===== src/design/modbus_rtu_request_framer_assert.svh =====
// assertion macros for the modbus rtu request framer
// used by the top level only, expects clk_i and rst_ni in scope
`ifndef MODBUS_RTU_REQUEST_FRAMER_ASSERT_SVH
`define MODBUS_RTU_REQUEST_FRAMER_ASSERT_SVH

// same-cycle implication
`define MRF_ASSERT_NOW(label, ante, cons) \
  label: assert property (@(posedge clk_i) disable iff (!rst_ni) (ante) |-> (cons)) \
    else $error("framer assertion failed");

// next-cycle implication
`define MRF_ASSERT_NEXT(label, ante, cons) \
  label: assert property (@(posedge clk_i) disable iff (!rst_ni) (ante) |=> (cons)) \
    else $error("framer assertion failed");

`endif


===== src/design/mrf_pkg.sv =====
// shared types, constants and functions of the modbus rtu request framer
// no dependencies
package mrf_pkg;

  localparam logic [7:0]  FC_LOW_FIRST  = 8'd1;
  localparam logic [7:0]  FC_LOW_LAST   = 8'd6;
  localparam logic [7:0]  FC_COILS      = 8'd15;
  localparam logic [7:0]  FC_REGS       = 8'd16;
  localparam logic [7:0]  FC_READ_WRITE = 8'd23;
  localparam logic [7:0]  SLAVE_RESET   = 8'd1;
  localparam logic [15:0] CRC_INIT      = 16'hFFFF;
  localparam logic [15:0] CRC_POLY      = 16'hA001;

  typedef enum logic [1:0] {
    KIND_PAYLOAD  = 2'd0,
    KIND_ACCEPTED = 2'd1,
    KIND_NONSENSE = 2'd2
  } kind_e;

  typedef enum logic [13:0] {
    PH_HUNT  = 14'b00000000000001,
    PH_FUNC  = 14'b00000000000010,
    PH_W1H   = 14'b00000000000100,
    PH_W1L   = 14'b00000000001000,
    PH_W2H   = 14'b00000000010000,
    PH_W2L   = 14'b00000000100000,
    PH_W3H   = 14'b00000001000000,
    PH_W3L   = 14'b00000010000000,
    PH_W4H   = 14'b00000100000000,
    PH_W4L   = 14'b00001000000000,
    PH_COUNT = 14'b00010000000000,
    PH_DATA  = 14'b00100000000000,
    PH_CRC1  = 14'b01000000000000,
    PH_CRC2  = 14'b10000000000000
  } phase_e;

  typedef struct packed {
    kind_e       kind;
    logic [7:0]  payload_byte;
    logic [7:0]  function_code;
    logic [15:0] word_one;
    logic [15:0] word_two;
    logic [15:0] word_three;
    logic [15:0] word_four;
    logic [7:0]  byte_count;
  } result_t;

  // one byte through the reflected crc-16, bit by bit
  function automatic logic [15:0] crc_feed(input logic [15:0] crc, input logic [7:0] b);
    logic [15:0] c;
    c = crc ^ {8'd0, b};
    for (int k = 0; k < 8; k++) begin
      if (c[0]) begin
        c = (c >> 1) ^ CRC_POLY;
      end else begin
        c = c >> 1;
      end
    end
    return c;
  endfunction

  function automatic logic code_ok(input logic [7:0] fc);
    return ((fc >= FC_LOW_FIRST) && (fc <= FC_LOW_LAST)) || (fc == FC_COILS) ||
           (fc == FC_REGS) || (fc == FC_READ_WRITE);
  endfunction

endpackage


===== src/design/mrf_in_reg.sv =====
// input register for received bytes
// depends on nothing but the clock and reset
module mrf_in_reg (
  input  logic       clk_i,
  input  logic       rst_ni,
  input  logic       in_valid_i,
  input  logic [7:0] in_byte_i,
  output logic       in_ready_o,
  input  logic       take_i,
  output logic       held_valid_o,
  output logic [7:0] held_byte_o
);

  logic       valid_q;
  logic [7:0] byte_q;

  assign in_ready_o   = !valid_q || take_i;
  assign held_valid_o = valid_q;
  assign held_byte_o  = byte_q;

  always_ff @(posedge clk_i or negedge rst_ni) begin
    if (!rst_ni) begin
      valid_q <= 1'b0;
    end else if (in_valid_i && in_ready_o) begin
      valid_q <= 1'b1;
    end else if (take_i) begin
      valid_q <= 1'b0;
    end
  end

  always_ff @(posedge clk_i) begin
    if (in_valid_i && in_ready_o) begin
      byte_q <= in_byte_i;
    end
  end

endmodule


===== src/design/mrf_parser.sv =====
// frame parser: phase state, held frame fields and running crc-16
// depends on mrf_pkg
module mrf_parser (
  input  logic            clk_i,
  input  logic            rst_ni,
  input  logic            fire_i,
  input  logic [7:0]      byte_i,
  input  logic [7:0]      slave_addr_i,
  output logic            emit_o,
  output mrf_pkg::result_t res_o
);
  import mrf_pkg::*;

  phase_e      phase_q, phase_d;
  logic [7:0]  func_q, func_d;
  logic [7:0]  high_q, high_d;
  logic [15:0] w1_q, w1_d, w2_q, w2_d, w3_q, w3_d, w4_q, w4_d;
  logic [7:0]  count_q, count_d;
  logic [7:0]  left_q, left_d;
  logic [15:0] crc_q, crc_d;
  logic [7:0]  crc_lo_q, crc_lo_d;
  logic [15:0] crc_fed;
  logic [15:0] rx_word;
  logic [7:0]  left_dec;
  result_t     framed;
  result_t     nonsense;

  assign crc_fed  = crc_feed(crc_q, byte_i);
  assign rx_word  = {high_q, byte_i};
  assign left_dec = left_q - 8'd1;

  always_comb begin
    framed.kind          = KIND_PAYLOAD;
    framed.payload_byte  = 8'd0;
    framed.function_code = func_q;
    framed.word_one      = w1_q;
    framed.word_two      = w2_q;
    framed.word_three    = w3_q;
    framed.word_four     = w4_q;
    framed.byte_count    = count_q;
    nonsense             = '0;
    nonsense.kind        = KIND_NONSENSE;
  end

  always_comb begin
    phase_d  = phase_q;
    func_d   = func_q;
    high_d   = high_q;
    w1_d     = w1_q;
    w2_d     = w2_q;
    w3_d     = w3_q;
    w4_d     = w4_q;
    count_d  = count_q;
    left_d   = left_q;
    crc_d    = crc_q;
    crc_lo_d = crc_lo_q;
    emit_o   = 1'b0;
    res_o    = nonsense;
    case (phase_q)
      PH_HUNT: begin
        if (byte_i == slave_addr_i) begin
          crc_d   = crc_feed(CRC_INIT, byte_i);
          func_d  = 8'd0;
          w1_d    = 16'd0;
          w2_d    = 16'd0;
          w3_d    = 16'd0;
          w4_d    = 16'd0;
          count_d = 8'd0;
          left_d  = 8'd0;
          phase_d = PH_FUNC;
        end
      end
      PH_FUNC: begin
        if (!code_ok(byte_i)) begin
          emit_o  = 1'b1;
          phase_d = PH_HUNT;
        end else begin
          func_d  = byte_i;
          crc_d   = crc_fed;
          phase_d = PH_W1H;
        end
      end
      PH_W1H, PH_W2H, PH_W3H, PH_W4H: begin
        high_d = byte_i;
        crc_d  = crc_fed;
        case (phase_q)
          PH_W1H:  phase_d = PH_W1L;
          PH_W2H:  phase_d = PH_W2L;
          PH_W3H:  phase_d = PH_W3L;
          default: phase_d = PH_W4L;
        endcase
      end
      PH_W1L: begin
        crc_d   = crc_fed;
        w1_d    = rx_word;
        phase_d = PH_W2H;
      end
      PH_W2L: begin
        crc_d = crc_fed;
        w2_d  = rx_word;
        if (func_q == FC_READ_WRITE) begin
          phase_d = PH_W3H;
        end else if (func_q == FC_COILS || func_q == FC_REGS) begin
          phase_d = PH_COUNT;
        end else begin
          phase_d = PH_CRC1;
        end
      end
      PH_W3L: begin
        crc_d   = crc_fed;
        w3_d    = rx_word;
        phase_d = PH_W4H;
      end
      PH_W4L: begin
        crc_d   = crc_fed;
        w4_d    = rx_word;
        phase_d = PH_COUNT;
      end
      PH_COUNT: begin
        crc_d   = crc_fed;
        count_d = byte_i;
        left_d  = byte_i;
        phase_d = (byte_i == 8'd0) ? PH_CRC1 : PH_DATA;
      end
      PH_DATA: begin
        crc_d  = crc_fed;
        left_d = left_dec;
        if (left_dec == 8'd0) begin
          phase_d = PH_CRC1;
        end
        emit_o             = 1'b1;
        res_o              = framed;
        res_o.payload_byte = byte_i;
      end
      PH_CRC1: begin
        crc_lo_d = byte_i;
        phase_d  = PH_CRC2;
      end
      PH_CRC2: begin
        emit_o  = 1'b1;
        phase_d = PH_HUNT;
        // crc travels low byte first
        if ({byte_i, crc_lo_q} == crc_q) begin
          res_o      = framed;
          res_o.kind = KIND_ACCEPTED;
        end
      end
      default: begin
        phase_d = PH_HUNT;
      end
    endcase
  end

  always_ff @(posedge clk_i or negedge rst_ni) begin
    if (!rst_ni) begin
      phase_q  <= PH_HUNT;
      func_q   <= 8'd0;
      high_q   <= 8'd0;
      w1_q     <= 16'd0;
      w2_q     <= 16'd0;
      w3_q     <= 16'd0;
      w4_q     <= 16'd0;
      count_q  <= 8'd0;
      left_q   <= 8'd0;
      crc_q    <= CRC_INIT;
      crc_lo_q <= 8'd0;
    end else if (fire_i) begin
      phase_q  <= phase_d;
      func_q   <= func_d;
      high_q   <= high_d;
      w1_q     <= w1_d;
      w2_q     <= w2_d;
      w3_q     <= w3_d;
      w4_q     <= w4_d;
      count_q  <= count_d;
      left_q   <= left_d;
      crc_q    <= crc_d;
      crc_lo_q <= crc_lo_d;
    end
  end

endmodule


===== src/design/mrf_out_reg.sv =====
// result register on the output channel
// depends on mrf_pkg
module mrf_out_reg (
  input  logic             clk_i,
  input  logic             rst_ni,
  input  logic             load_i,
  input  mrf_pkg::result_t res_i,
  output logic             free_o,
  output logic             out_valid_o,
  input  logic             out_ready_i,
  output mrf_pkg::result_t res_o
);
  import mrf_pkg::*;

  logic    valid_q;
  result_t res_q;

  assign free_o      = !valid_q || out_ready_i;
  assign out_valid_o = valid_q;
  assign res_o       = res_q;

  always_ff @(posedge clk_i or negedge rst_ni) begin
    if (!rst_ni) begin
      valid_q <= 1'b0;
    end else if (load_i) begin
      valid_q <= 1'b1;
    end else if (out_ready_i) begin
      valid_q <= 1'b0;
    end
  end

  always_ff @(posedge clk_i) begin
    if (load_i) begin
      res_q <= res_i;
    end
  end

endmodule


===== src/design/modbus_rtu_request_framer.sv =====
// modbus rtu request framer: one byte per cycle while not stalled, results on registered outputs
// path: byte held in the input register, then its result (if any) loaded into the result register
// throughput: one byte per cycle; a byte stalls only while it yields a result and the
//   result register still holds an untaken word
// reset (rst_ni low, asynchronous): address hunt, crc all ones, slave address 1
// depends on mrf_pkg, mrf_in_reg, mrf_parser, mrf_out_reg and the assertion header
`include "modbus_rtu_request_framer_assert.svh"

module modbus_rtu_request_framer (
  input  logic        clk_i,
  input  logic        rst_ni,
  input  logic        cfg_valid_i,
  output logic        cfg_ready_o,
  input  logic [7:0]  cfg_data_i,
  input  logic        in_valid_i,
  output logic        in_ready_o,
  input  logic [7:0]  in_byte_i,
  output logic        out_valid_o,
  input  logic        out_ready_i,
  output logic [1:0]  out_kind_o,
  output logic [7:0]  payload_byte_o,
  output logic [7:0]  function_code_o,
  output logic [15:0] word_one_o,
  output logic [15:0] word_two_o,
  output logic [15:0] word_three_o,
  output logic [15:0] word_four_o,
  output logic [7:0]  byte_count_o
);
  import mrf_pkg::*;

  logic       [7:0] slave_addr_q;
  logic             held_valid;
  logic       [7:0] held_byte;
  logic             emit;
  logic             out_free;
  logic             advance;
  result_t          res_next;
  result_t          res_out;

  assign cfg_ready_o = 1'b1;

  always_ff @(posedge clk_i or negedge rst_ni) begin
    if (!rst_ni) begin
      slave_addr_q <= SLAVE_RESET;
    end else if (cfg_valid_i) begin
      slave_addr_q <= cfg_data_i;
    end
  end

  // a byte with no result never waits on the output side
  assign advance = held_valid && (out_free || !emit);

  mrf_in_reg u_in (
    .clk_i       (clk_i),
    .rst_ni      (rst_ni),
    .in_valid_i  (in_valid_i),
    .in_byte_i   (in_byte_i),
    .in_ready_o  (in_ready_o),
    .take_i      (advance),
    .held_valid_o(held_valid),
    .held_byte_o (held_byte)
  );

  mrf_parser u_parser (
    .clk_i       (clk_i),
    .rst_ni      (rst_ni),
    .fire_i      (advance),
    .byte_i      (held_byte),
    .slave_addr_i(slave_addr_q),
    .emit_o      (emit),
    .res_o       (res_next)
  );

  mrf_out_reg u_out (
    .clk_i      (clk_i),
    .rst_ni     (rst_ni),
    .load_i     (advance && emit),
    .res_i      (res_next),
    .free_o     (out_free),
    .out_valid_o(out_valid_o),
    .out_ready_i(out_ready_i),
    .res_o      (res_out)
  );

  assign out_kind_o      = res_out.kind;
  assign payload_byte_o  = res_out.payload_byte;
  assign function_code_o = res_out.function_code;
  assign word_one_o      = res_out.word_one;
  assign word_two_o      = res_out.word_two;
  assign word_three_o    = res_out.word_three;
  assign word_four_o     = res_out.word_four;
  assign byte_count_o    = res_out.byte_count;

  `MRF_ASSERT_NOW(a_nonsense_clear,
    out_valid_o && (out_kind_o == KIND_NONSENSE),
    (function_code_o == 8'd0) && (byte_count_o == 8'd0) && (word_one_o == 16'd0))
  `MRF_ASSERT_NOW(a_payload_code,
    out_valid_o && (out_kind_o == KIND_PAYLOAD),
    (function_code_o == FC_COILS) || (function_code_o == FC_REGS) ||
    (function_code_o == FC_READ_WRITE))
  `MRF_ASSERT_NOW(a_stall_cause, !in_ready_o, out_valid_o && !out_ready_i)
  `MRF_ASSERT_NEXT(a_held_kept, out_valid_o && !out_ready_i, out_valid_o && $stable(out_kind_o))

endmodule


===== config.mk =====
export PLATFORM = sky130hd
export DESIGN_NAME = modbus_rtu_request_framer
export DESIGN_NICKNAME = d
export VERILOG_FILES = /design/src/design/mrf_pkg.sv /design/src/design/mrf_in_reg.sv /design/src/design/mrf_parser.sv /design/src/design/mrf_out_reg.sv /design/src/design/modbus_rtu_request_framer.sv
export VERILOG_INCLUDE_DIRS = /design/src /design/src/design
export SDC_FILE = /design/constraint.sdc
export NUM_CORES = 1
export LEC_CHECK = 0
export BUFFER_PORTS_ARGS = -buffer_cell sky130_fd_sc_hd__buf_2
export CAP_MARGIN = 20
export CORE_ASPECT_RATIO = 1.75
export CORE_MARGIN = 2
export CORE_UTILIZATION = 55
export DETAILED_ROUTE_END_ITERATION = 8
export GPL_TIMING_DRIVEN = 1
export PLACE_DENSITY = 0.77
export SYNTH_ARGS = -nofsm -noshare
export SYNTH_HDL_FRONTEND = slang
export SYNTH_SLANG_ARGS = --single-unit

===== constraint.sdc =====
create_clock -name clk_i -period 6.9 [get_ports clk_i]
set_input_delay 0.345 -clock clk_i [delete_from_list [all_inputs] [get_ports clk_i]]
set_output_delay 0.345 -clock clk_i [all_outputs]
set_load 0.02 [all_outputs]

# Word level (Yosys, flattened, before mapping)
# Index checks and enable logic that the tools add are counted.
[totals]
reg_bits = 242
input_bits = 21
wordCells = 168
out_inout_bits = 93
[classes]
add_sub_neg = 1
bitwise = 18
reduce_logical = 40
n_eq_ne = 25
magnitude_cmp = 2
mux = 59
[ops]
columns = ["op", "n"]
rows = [
  ["2-to-1 mux 16 bit", 33],
  ["one-hot mux 90 bit (2 select lines)", 1],
  ["one-hot mux 14 bit (10 select lines)", 1],
  ["one-hot mux 16 bit (2 select lines)", 4],
  ["2-to-1 mux 90 bit", 1],
  ["NOT 2 -> 3 bit", 16],
  ["one-hot mux 16 bit (3 select lines)", 1],
  ["2-to-1 mux 14 bit", 3],
  ["== test 8 x 5 -> 1 bit (second input constant)", 4],
  ["one-hot mux 8 bit (2 select lines)", 2],
  ["one-hot mux 10 bit (3 select lines)", 1],
  ["2-to-1 mux 13 bit", 2],
  ["one-hot mux 8 bit (3 select lines)", 1],
  ["AND reduction 3 bit", 7],
  ["== test 16 bit", 1],
  ["== test 8 x 4 -> 1 bit (second input constant)", 2],
  ["logical NOT 8 bit", 2],
  ["2-to-1 mux 8 bit", 2],
  ["NOT 8 -> 16 bit", 1],
  ["nonzero test 2 bit", 8],
  ["bitwise XOR 16 x 8 -> 16 bit", 1],
  ["== test 14 x 1 -> 1 bit (second input constant)", 1],
  ["== test 14 x 10 -> 1 bit (second input constant)", 1],
  ["== test 14 x 11 -> 1 bit (second input constant)", 1],
  ["28 further kinds", 48],
]

# Logic depth before layout (Yosys ltp)
# Gate-level depths: netlist of run 1.
[depth]
ltp_word = 33
ltp_mapped = 11
mapped_depth_nobuf = 9

# Cells and area by module
# A second synthesis of run 1 with hierarchy kept.
[hier_totals]
hier_cells = 959
area_unflattened_um2 = 10894.2
[by_module_without_submodules]
columns = ["module", "area_per_inst_um2", "n_inst", "cells_each"]
rows = [
  ["mrf_parser", 7488.4, 1, 832],
  ["mrf_out_reg", 2750.1, 1, 93],
  ["modbus_rtu_request_framer", 361.6, 1, 22],
  ["mrf_in_reg", 294.0, 1, 12],
]

# Worst setup path before layout of run 1
# Ideal clock, no wire load.
[synth_path]
path_kind = "flip-flop to flip-flop"
from = "register u_in.byte_q[2] (netlist: u_in.held_byte_o[2])"
to = "register u_out.res_q (netlist bit u_out.res_o[0]) (enable)"
stages_incl_launch_ff = 9
path_slack_ns = 0.572
n_path_buf = 1
t_required_ns = 6.360
setup_ns = 0.540
arrival_time_ns = 5.789
cell_sequence = "edfxtp_1 -> clkbuf_1 -> inv_1 -> ha_1 -> a22o_1 -> a31o_2 -> a31oi_2 -> o21ai_0 -> nor2_1"
[synth_between]
elab_chain_cells = 11
[synth_lines]
columns = ["item", "line_no", "source"]
rows = [
  ["start: declaration", "mrf_in_reg.sv:15", "logic [7:0] byte_q;"],
  ["start signal: assignment", "mrf_in_reg.sv:33", "byte_q <= in_byte_i;"],
  ["greater-or-equal comparator 8 x 1 -> 1 bit or less-or-equal comparator 8 x 3 -> 1 bit (tied branches)", "mrf_pkg.sv:63", "return ((fc >= FC_LOW_FIRST) && (fc <= FC_LOW_LAST)) || (fc == FC_COILS) ||"],
  ["logical AND 1 bit", "mrf_pkg.sv:63", ""],
  ["logical OR 1 bit (2 in a row)", "mrf_pkg.sv:63", ""],
  ["logical OR 1 bit *", "mrf_pkg.sv:64", "(fc == FC_REGS) || (fc == FC_READ_WRITE);"],
  ["2-to-1 mux 1 bit *", "mrf_parser.sv:74", "if (!code_ok(byte_i)) begin"],
  ["one-hot mux 1 bit (2 select lines) *", "mrf_parser.sv:59", "case (phase_q)"],
  ["logical NOT 1 bit", "modbus_rtu_request_framer.sv:51", "assign advance = held_valid && (out_free || !emit);"],
  ["logical OR 1 bit", "modbus_rtu_request_framer.sv:51", ""],
  ["logical AND 1 bit", "modbus_rtu_request_framer.sv:51", ""],
  ["logical AND 1 bit *", "modbus_rtu_request_framer.sv:77", ".load_i (advance && emit),"],
  ["via u_out.load_i", "mrf_out_reg.sv:6", "input logic load_i,"],
  ["end signal: assignment", "mrf_out_reg.sv:34", "res_q <= res_i;"],
  ["end: declaration", "mrf_out_reg.sv:16", "result_t res_q;"],
]
# The timed path passes the listed nets; every way through them passes the cells marked *.
# A chain may end at the register's enable or synchronous reset.

# Worst setup path after layout of run 1
[layout_path]
from = "register u_in.byte_q[1] (netlist: u_in.held_byte_o[1])"
to = "output port in_ready_o"
[layout_between]
elab_chain_cells = 11
[layout_lines]
columns = ["item", "line_no", "source"]
rows = [
  ["greater-or-equal comparator 8 x 1 -> 1 bit or less-or-equal comparator 8 x 3 -> 1 bit (tied branches)", "mrf_pkg.sv:63", ""],
  ["logical AND 1 bit", "mrf_pkg.sv:63", ""],
  ["logical OR 1 bit (2 in a row)", "mrf_pkg.sv:63", ""],
  ["logical OR 1 bit *", "mrf_pkg.sv:64", ""],
  ["2-to-1 mux 1 bit *", "mrf_parser.sv:74", ""],
  ["one-hot mux 1 bit (2 select lines) *", "mrf_parser.sv:59", ""],
  ["logical NOT 1 bit *", "modbus_rtu_request_framer.sv:51", ""],
  ["logical OR 1 bit *", "modbus_rtu_request_framer.sv:51", ""],
  ["logical AND 1 bit *", "modbus_rtu_request_framer.sv:51", ""],
  ["logical OR 1 bit *", "mrf_in_reg.sv:17", "assign in_ready_o = !valid_q || take_i;"],
  ["end: declaration", "modbus_rtu_request_framer.sv:16", "output logic in_ready_o,"],
]
# Every way passes the cells marked *; elsewhere a longest branch is shown, timed or not.

==> reports/metrics.cfg, run 1 <==
[finish]
final_nets=955
num-fill-cells=1447
multi_input_area_sq_um=3730
most-common-layout-cells=dfrtp_1, buf_2, edfxtp_1
layout-area-overhead-vs-synth_pct=14.2
layout_commonest_cell=dfrtp_1
instances_no_fill=1176
register_area_sq_um=6570
antenna_cells=0
final_cell_area_sq_um=12100
drive_above_1_share_pct=23.0

[clock_tree]
cts_num_sinks=242
clk_pin_slew_ps=70
max-clock-path-buffers=3
tritoncts=built
cts-root-buf=clkbuf_16
htree_num_levels=1
cts-buffers-inserted=21
post_cts_resized=0
clock_latency_ps=510

[timing]
min_period_ps=3840
finalCritPeriodShare_pct=55.6
finalClockSkew_ps=12.0
tightest_slew_ps=998
slew_viol_final=0
fin_tns_setup_ps=0
final-setup-viol-count=0
holdWs_ps=15.3
rsz0062_at_grt=false
relSlewSlack_pct=33.3
fmax_mhz=260
hold_violations=0

[placement]
place_congestion=0.894
io_buffers=112
dp.cells=1133
placed_cell_area_sq_um=11400
detailed_place_hpwl_mm=16.5

[critical_path]
critPathArrivalTime_ps=3490
critPathLaunchType=register
critPathKind=register to output pin
worstPathCellList=inv_1 > ha_1 > nand2b_1 > a21boi_0 > o21ai_0 > a31oi_2 > o21ai_0 > or2_2 > buf_2
reg2reg_from=u_in.held_byte_o[1]$_DFFE_PP_
rr_worst_depth=9
r2r-end=u_out.res_o[87]$_DFFE_PP_
crit_slowest_cell=edfxtp_1
cp-end-kind=output pin
slowest_delay_ps=770
critPathMaxFanout=15
r2r_slack_ps=3210
critical_path_buf_inv_count=2
cp.required_ps=6550
path_delay_family=compound AO/OA/AOI/OAI gates
cp.depth=9
crit_top_cell=o21ai_0

[grt]
antenna_found_initial=0
grt_start_max_net_pins=83
grt.total_usage_pct=23.8
overflow=0
grt_pass1_wl_mm=37.3
grt_pass1_vias=6906

[synthesis]
async_flop_share_pct=59.5
synth_edf_count=98
ys_types=63
yosys_warnings=0
synthFlopType=dfrtp_1
synthesis.nets=847
postSynthAreaPerCell_sq_um=13.0
synth_cells=812
yosys_register_bits=242
yosysSeqAreaShare_pct=62.2
syn_area_sq_um=10600

[die]
start_util_pct=55.5
coreArea_sq_um=19000
rows=67
die_w_microns=109
die-area_sq_um=20400
fp.dieH_microns=187
io_pins=114

[min_path]
hold_path.class=input pin to register
whs_path_depth=1
min_to=u_in.held_byte_o[1]$_DFFE_PP_
hold_start=in_byte_i[1]

[routing]
drt_iter0_drc=401
drt-pass1-iter-count=7
num_vias=6743
wl_mm=23.3
routed_via_density=5.73
routedWlPerCell_microns=19.8
ant_nets=0
drc=0

[pwr]
ir_drop_mv=0.252
leakage_nw=5.29
cellPowerDensity_nw_per_um2=270

[run]
max-cap-violations=0

[outcome]
status=completed

## power by group
part	total [mW]	switching (mW)	leakage, nW	internal, mW
Combinational	0.423	0.200	1.97	0.223
Sequential	1.73	0.119	3.01	1.61
Clock	1.11	0.511	0.319	0.594
Total	3.25	0.830	5.29	2.42
## metrics by stage
stage	total power, mW	setup slack (ps)	util [%]
2_1_floorplan	2.05	572	-
3_3_place_gp	2.16	3360	59.6
3_5_place_dp	2.17	3210	59.7
4_1_cts	3.27	3040	63.1
5_1_grt	3.40	2860	63.4
6_report	3.25	3060	63.4
## layer usage
metal,track usage [%],vias to the layer above,part of all wire (%)
met5,0,-,0
met4,9.62,0,4.1
met3,2.79,58,4.1
met2,43.2,207,55
met1,28.0,3328,37
li1,-,3150,-
## synth_stat cells (5+ instances only)
master,instances,area share [%]
o21ai_1,5,0.24
nand2_1,26,0.92
dfstp_2,18,4.5
mux2_2,18,1.9
mux2i_1,9,0.85
clkbuf_1,27,0.96
dfrtp_1,126,30
nor2b_1,82,4.9
inv_1,20,0.71
nor2_1,41,1.5
nor4_1,6,0.36
mux2_1,6,0.64
buf_1,7,0.25
edfxtp_1,98,28
nand3_1,11,0.52
o21ai_0,37,1.8
ha_1,14,1.7
xnor2_1,48,4.0
nor4b_1,6,0.50
nand2b_1,6,0.36
xor2_1,11,0.91
nand4_1,15,0.89
buf_2,8,0.38
a22o_1,81,6.7
a21oi_1,17,0.81
nor3_1,11,0.52
## layout make-up
type                       instances  share of cell area (%)
timing repair buffer             132                    6.22
multi-input combinational        503                    30.9
sequential                       242                    54.5
clock buffer                      28                    4.77
clock inverter                    10                   0.519
tap                              241                    2.50
inverter                          20                   0.622
## registers in the layout (all words and copies together), names as in the netlist, 14 cells and up
signal / cells
u_parser.w2_q: 16
u_out.res_o: 90
u_parser.w1_q: 16
u_parser.w3_q: 16
u_parser.crc_q: 16
u_parser.phase_q: 14
u_parser.w4_q: 16
## worst reg2reg max path: stages (launching register included)
cell and delay [ps]:
edfxtp_1 770, inv_1 250, ha_1 240, nand2b_1 140
a21boi_0 190, o21ai_0 170, a31oi_2 380, o21ai_0 260
nor2_4 230, buf_4 630
## worst max path at each step
stage                                  start                   endpoint  slack (ps)
5_1_grt        u_in.held_byte_o[0]$_DFFE_PP_                 in_ready_o        2860
3_3_place_gp   u_in.held_byte_o[2]$_DFFE_PP_   u_out.res_o[5]$_DFFE_PP_        3360
3_5_place_dp   u_in.held_byte_o[1]$_DFFE_PP_  u_out.res_o[87]$_DFFE_PP_        3210
2_1_floorplan  u_in.held_byte_o[2]$_DFFE_PP_   u_out.res_o[0]$_DFFE_PP_         570
4_1_cts        u_in.held_byte_o[1]$_DFFE_PP_                 in_ready_o        3040
6_report       u_in.held_byte_o[1]$_DFFE_PP_                 in_ready_o        3060
## what timing repair did
| item | CTS | global route |
|---|---|---|
| hold buffers | 2 | 2 |
| endpoints found under the hold margin | 46 | 2 |
| setup buffers | 0 | 0 |
## kinds of logic (layout without fill, tap and decap cells)
kind of cell	after synthesis	after routing	share of synthesized area (%)
AOI/OAI and AO/OA	160	160	11.2
xor gates and xnor gates	62	62	5.54
adders and majority gates	14	14	1.66
buffers and inverters	67	190	2.67
DFF	242	242	62.2
muxes	33	33	3.41
other	1	1	0.0355
and+or+nand+nor	233	233	13.3
Note: power is estimated with default switching activity, not from simulation.
==> run 2: changes to the inputs <==
ABC_AREA = 1   (was not set)
clock period = 3.6 ns   (was 6.9 ns; I/O delays follow)
==> run 2 against run 1 <==
- setup slack got worse by 2400 ps
- register-to-register slack worse by 2500 ps
- die area increased by 7.2%
- first-iteration DRC count increased by 39%
- sequential share of layout area is 4.0 points lower
- critical path type is now register to register
- largest power group unchanged
- total power increased to 2.6 times the previous value
==> reports/metrics.cfg, run 2 <==
[timing]
tightest_slew_ps=876
slew_viol_final=0
relSlewSlack_pct=41.6
rsz0062_at_grt=false
min_period_ps=2900
finalCritPeriodShare_pct=80.5
final-setup-viol-count=0
finalClockSkew_ps=10.2
fmax_mhz=345
hold_violations=0
fin_tns_setup_ps=0

[die]
io_pins=114
die_w_microns=113
die-area_sq_um=21800
rows=69
coreArea_sq_um=20300
fp.dieH_microns=194
start_util_pct=55.9

[grt]
grt.total_usage_pct=25.1
grt_pass1_vias=8712
overflow=0
grt_start_max_net_pins=92
grt_pass1_wl_mm=44.0
antenna_found_initial=0

[finish]
antenna_cells=0
final_nets=1413
most-common-layout-cells=nand2_1, inv_1, nor2_1
layout-area-overhead-vs-synth_pct=14.9
final_cell_area_sq_um=13000
num-fill-cells=1649
largest_register_ffs=90
drive_above_1_share_pct=16.9
layout_commonest_cell=nand2_1

[pwr]
ir_drop_mv=0.418
cellPowerDensity_nw_per_um2=654
leakage_nw=5.83

[synthesis]
synth-compound-area-share_pct=7.56
synthFlopType=dfrtp_1
synth-simple-area-share_pct=22.3
yosys-top-cells-count=nand2_1, inv_1, nor2_1
synth_top_family_by_area=simple AND/OR/NAND/NOR gates
synth.top_cell.area_share_pct=27.8
yosys_warnings=0
synthesis.nets=1290
synth_edf_count=98
synth_cells=1255
async_flop_share_pct=59.5
yosysSeqAreaShare_pct=57.9
synth.area.top_cells=dfrtp_1, edfxtp_1, nand2_1
postSynthAreaPerCell_sq_um=9.04
synth-xor-area-share_pct=2.47
yosys.area.top_type=dfrtp_1
ys_types=40
syn_area_sq_um=11300
synthMuxAreaShare_pct=0.199
synth_fa_ha_area_share_pct=1.54
yosys_register_bits=242
yosysMostFrequentCell=nand2_1

[run]
max-cap-violations=0

[critical_path]
worstPathCellList=inv_1 > ha_1 > nand2_1 > nand2_1 > nand3_1 > nand3_2 > nand2_2 > a21oi_4 > nand2_1 > clkinvlp_4 > buf_12
critPathLaunchType=register
cp-end-kind=register
crit_top_cell=nand2_1
critPathKind=register to register
path_delay_family=buffers and inverters
cp.required_ps=3780
critPathMaxFanout=52
crit_slowest_cell=inv_1
slowest_delay_ps=460
critPathArrivalTime_ps=3080
critical_path_buf_inv_count=3

[placement]
io_buffers=112
placed_cell_area_sq_um=12100
place_congestion=0.945
detailed_place_hpwl_mm=19.1

[clock_tree]
max-clock-path-buffers=3
cts-buffers-inserted=22
clock_latency_ps=500
htree_num_levels=1
clk_pin_slew_ps=70
cts_num_sinks=242
cts-root-buf=clkbuf_16
tritoncts=built

[routing]
routedWlPerCell_microns=16.6
drt_iter0_drc=556
drt-pass1-iter-count=5
num_vias=8717
wl_mm=27.2
routed_via_density=5.31
ant_nets=0
drc=0

[outcome]
status=completed

[min_path]
hold_path.class=input pin to register

[run 2: cell types whose count changed after synthesis, moves of 13 or more]
cell / change
nand3_1: +29
xnor2_1: -33
mux2_2: -16
nand2_1: +305
inv_1: +147
nor2_1: +108
o21ai_1: +13
a22o_1: -81
nor2b_1: -82
o21ai_0: +80
[run 2: power breakdown]
group,internal (mW),switching [mW],total [mW]
registers,3.37,0.264,3.63
clock network,1.37,0.993,2.37
logic,0.746,1.77,2.52
total,5.49,3.03,8.52
[run 2: timing repair]
item                                   4_1_cts  5_1_grt
gates resized for setup                      0        0
buffers inserted                             0        0
hold buffers                                18        0
endpoints found under the hold margin       90        0
[run 2: per-layer routing]
metal | GRT usage, % | vias to the layer above | wire length [microns]
met2 | 47.7 | 283 | 14900
met1 | 27.7 | 4141 | 9780
met5 | 0 | - | 0
met4 | 11.5 | 0 | 1400
met3 | 2.44 | 86 | 1140
li1 | - | 4207 | -
[run 2: cells by family (layout without fill, tap and decap cells)]
kind of cell,after synthesis,count (layout)
AO/OA/AOI/OAI,160,160
XOR/XNOR,32,32
adder cells (fa/ha/maj),14,14
buffers and inverters,219,358
flip-flops,242,242
multiplexers,2,2
other,1,1
AND/OR/NAND/NOR,585,585
[run 2: final timing paths]
path	from	endpoint	slack, ps	cells after the start
setup / recovery	u_in.held_byte_o[2]$_DFFE_PP_	u_out.res_o[11]$_DFFE_PP_	700	11
hold / removal	cfg_valid_i	slave_addr_q[1]$_DFFE_PN0P_	50	3
setup reg to reg	u_in.held_byte_o[2]$_DFFE_PP_	u_out.res_o[11]$_DFFE_PP_	700	11
hold reg to reg	u_parser.crc_q[12]$_DFFE_PN1P_	u_parser.crc_q[12]$_DFFE_PN1P_	480	2
max in group asynchronous	rst_ni	u_parser.phase_q[0]$_DFFE_PN1P_	2510	3
min in group asynchronous	rst_ni	u_parser.left_q[4]$_DFFE_PN0P_	300	2
[run 2: stage by stage]
stage	instances	utilization, %	setup WS [ps]	power, mW	hold WS [ps]
floorplan	1255	-	75.3	5.48	-116
global placement	1584	59.7	814	6.10	297
detailed placement	1584	59.7	734	6.16	297
CTS	1642	64.2	724	8.53	36.5
global route	1642	64.2	490	8.99	84.2
finish	1642	64.2	702	8.52	48.3
[run 2: layout make-up]
class	count	area, sq um	area share [%]
sequential	242	6570	50.4
multi-input combinational	794	3870	29.7
clock buffer	33	674	5.18
timing repair buffer	143	882	6.77
clock inverter	7	65.1	0.499
inverter	175	661	5.07
tap	248	310	2.38
[run 2: worst register-to-register path, stage by stage (launching register included)]
cell and delay [ps]:
edfxtp_1 390, inv_1 460, ha_1 300, nand2_1 80, nand2_1 60, nand3_1 120
nand3_2 140, nand2_2 90, a21oi_4 210, nand2_1 140, clkinvlp_4 250, buf_12 300
==> run 3: changes to the inputs <==
CORE_UTILIZATION = 54   (was 55)
PLACE_DENSITY = 0.79   (was 0.77)
clock period = 2.5 ns   (was 3.6 ns; I/O delays follow)
==> run 3 against run 2 <==
- setup slack lost 610 ps
- critical path depth shrank 2
- die area grew 1.8%
- routed wire length grew 8.5%
- sequential power grew 44%
- highest routed layer unchanged
- total power grew 48%
- largest power group unchanged
- core utilization grew 1.3 points
- clock power grew 39%
- non-clock buffer count grew 52
- clock skew grew 11 ps
- first-iteration DRC count shrank 4.0%
- register-to-register slack lost 580 ps
- critical path type is now register to output pin
==> reports/metrics.cfg, run 3 (synthesis gave the netlist of run 2 again) <==
[critical_path]
critPathKind=register to output pin
reg2reg_from=u_in.held_byte_o[2]$_DFFE_PP_
cp-end-kind=output pin
rr_worst_depth=10
critPathMaxFanout=6
r2r-end=u_parser.func_q[6]$_DFFE_PN0P_
critPathArrivalTime_ps=2280
critPathLaunchType=register
r2r_slack_ps=120
cp.required_ps=2380

[timing]
tightest_slew_ps=1040
final-setup-viol-count=0
finalCritPeriodShare_pct=96.2
fmax_mhz=416
hold_violations=0
fin_ws_ps=95.7
slew_viol_final=0
rsz0062_at_grt=true
finalClockSkew_ps=21.1
fin_tns_setup_ps=0
min_period_ps=2400
relSlewSlack_pct=30.2

[grt]
grt_pass1_vias=9083
overflow=0
antenna_found_initial=0
grt.total_usage_pct=26.9
grt_start_max_net_pins=70
grt_pass1_wl_mm=46.1

[clock_tree]
cts-buffers-inserted=22
max-clock-path-buffers=3
cts_num_sinks=242
clk_pin_slew_ps=70
clock_latency_ps=530
htree_num_levels=1
cts-root-buf=clkbuf_16
tritoncts=built

[min_path]
whs_path_depth=2
hold_start=cfg_valid_i
min_to=slave_addr_q[3]$_DFFE_PN0P_
hold_path.class=input pin to register

[placement]
pre_cts_slack_ps=110
place_congestion=1.00
detailed_place_hpwl_mm=21.8
io_buffers=112

[routing]
ant_nets=0
drt_iter0_drc=534
routed_via_density=5.26
num_vias=8943
drc=0
drt-pass1-iter-count=5
routedWlPerCell_microns=17.4
wl_mm=29.5

[pwr]
seq_power_share_pct=41.5
cellPowerDensity_nw_per_um2=930
pwr-share-clk_pct=26.0
ir_drop_mv=0.572
comb_power_share_pct=32.5
swShare_pct=36.6
internal-power_mw=8.02
leakage_nw=6.09
p_sw_mw=4.62

[die]
rows=70
io_pins=114
die_w_microns=114
fp.dieH_microns=196
start_util_pct=54.6
coreArea_sq_um=20800
die-area_sq_um=22200

[finish]
fin_util_pct=65.5
layout_commonest_cell=nand2_1
most-common-layout-cells=nand2_1, inv_1, nor2_1
antenna_cells=0
final_nets=1466
layout-area-overhead-vs-synth_pct=19.9
largest_register_ffs=90
drive_above_1_share_pct=19.8

[outcome]
status=completed

[run]
max-cap-violations=0

## run 3: cell count changes in the layout (fill, tap and decap cells not counted), sizes merged
cell | before | now
buf | 125 | 164
clkinvlp | 1 | 2
nand3 | 48 | 49
dlygate4sd3 | 18 | 30
## run 3: metal layers
layer / wire length, microns / track usage (%)
met1: 10100 / 27.6
met2: 16400 / 51.7
met3: 1180 / 2.84
met4: 1800 / 15.0
met5: 0 / 0
## run 3: stage by stage
stage / total power [mW] / instance area (sq um) / std cells / hold WS, ps
finish: 12.6 / 13600 / 1699 / 39.0
detailed placement: 9.26 / 12500 / 1626 / 170
CTS: 12.6 / 13500 / 1696 / 26.6
global route: 13.3 / 13600 / 1699 / 57.4
global placement: 9.18 / 12500 / 1626 / 173
floorplan: 7.91 / 11400 / 1255 / -171
## run 3: worst max-delay path: stages, from the launching register on
cell and delay, ps:
dfrtp_1 460, nor2_4 200, nand2_4 100, nor2_4 180, nand2_2 70, nor2_2 140, nand3_2 130, nand2_2 130
nand3_1 140, buf_2 210
## run 3: worst max path at each step
| stage | from | end | slack [ps] |
|---|---|---|---|
| after detailed placement | u_in.held_byte_o[2]$_DFFE_PP_ | u_parser.func_q[4]$_DFFE_PN0P_ | 110 |
| after global routing | u_in.held_byte_o[2]$_DFFE_PP_ | u_parser.func_q[6]$_DFFE_PN0P_ | -50 |
| after floorplan | u_in.held_byte_o[3]$_DFFE_PP_ | u_out.res_o[0]$_DFFE_PP_ | -880 |
| after CTS | u_parser.phase_q[13]$_DFFE_PN0P_ | in_ready_o | 30 |
| final | u_parser.phase_q[8]$_DFFE_PN0P_ | in_ready_o | 100 |
| after global placement | u_in.held_byte_o[3]$_DFFE_PP_ | u_parser.crc_lo_q[0]$_DFFE_PN0P_ | 180 |
## run 3: layout make-up
class / instances / area [sq um]
Inverter: 175 / 668
Timing Repair Buffer: 195 / 1400
Clock buffer: 32 / 608
Fill cell: 1683 / 7160
Multi-Input combinational cell: 795 / 3940
Clock inverter: 8 / 90.1
Sequential cell: 242 / 6570
Tap cell: 252 / 315
## run 3: power by group through the flow
stage	sequential, mW	combinational (mW)	clock [mW]
2_1_floorplan	5.45	2.46	0
3_3_place_gp	5.28	3.90	0
3_5_place_dp	5.30	3.96	0
4_1_cts	5.23	4.03	3.33
5_1_grt	5.30	4.54	3.49
6_report	5.24	4.11	3.29
## run 3: timing repair
action / 4_1_cts / 5_1_grt
endpoints found under the hold margin: 78 / 0
hold buffers: 30 / 0
buffers inserted: 0 / 1
endpoints found under the setup margin: 0 / 114
resized for setup: 0 / 11
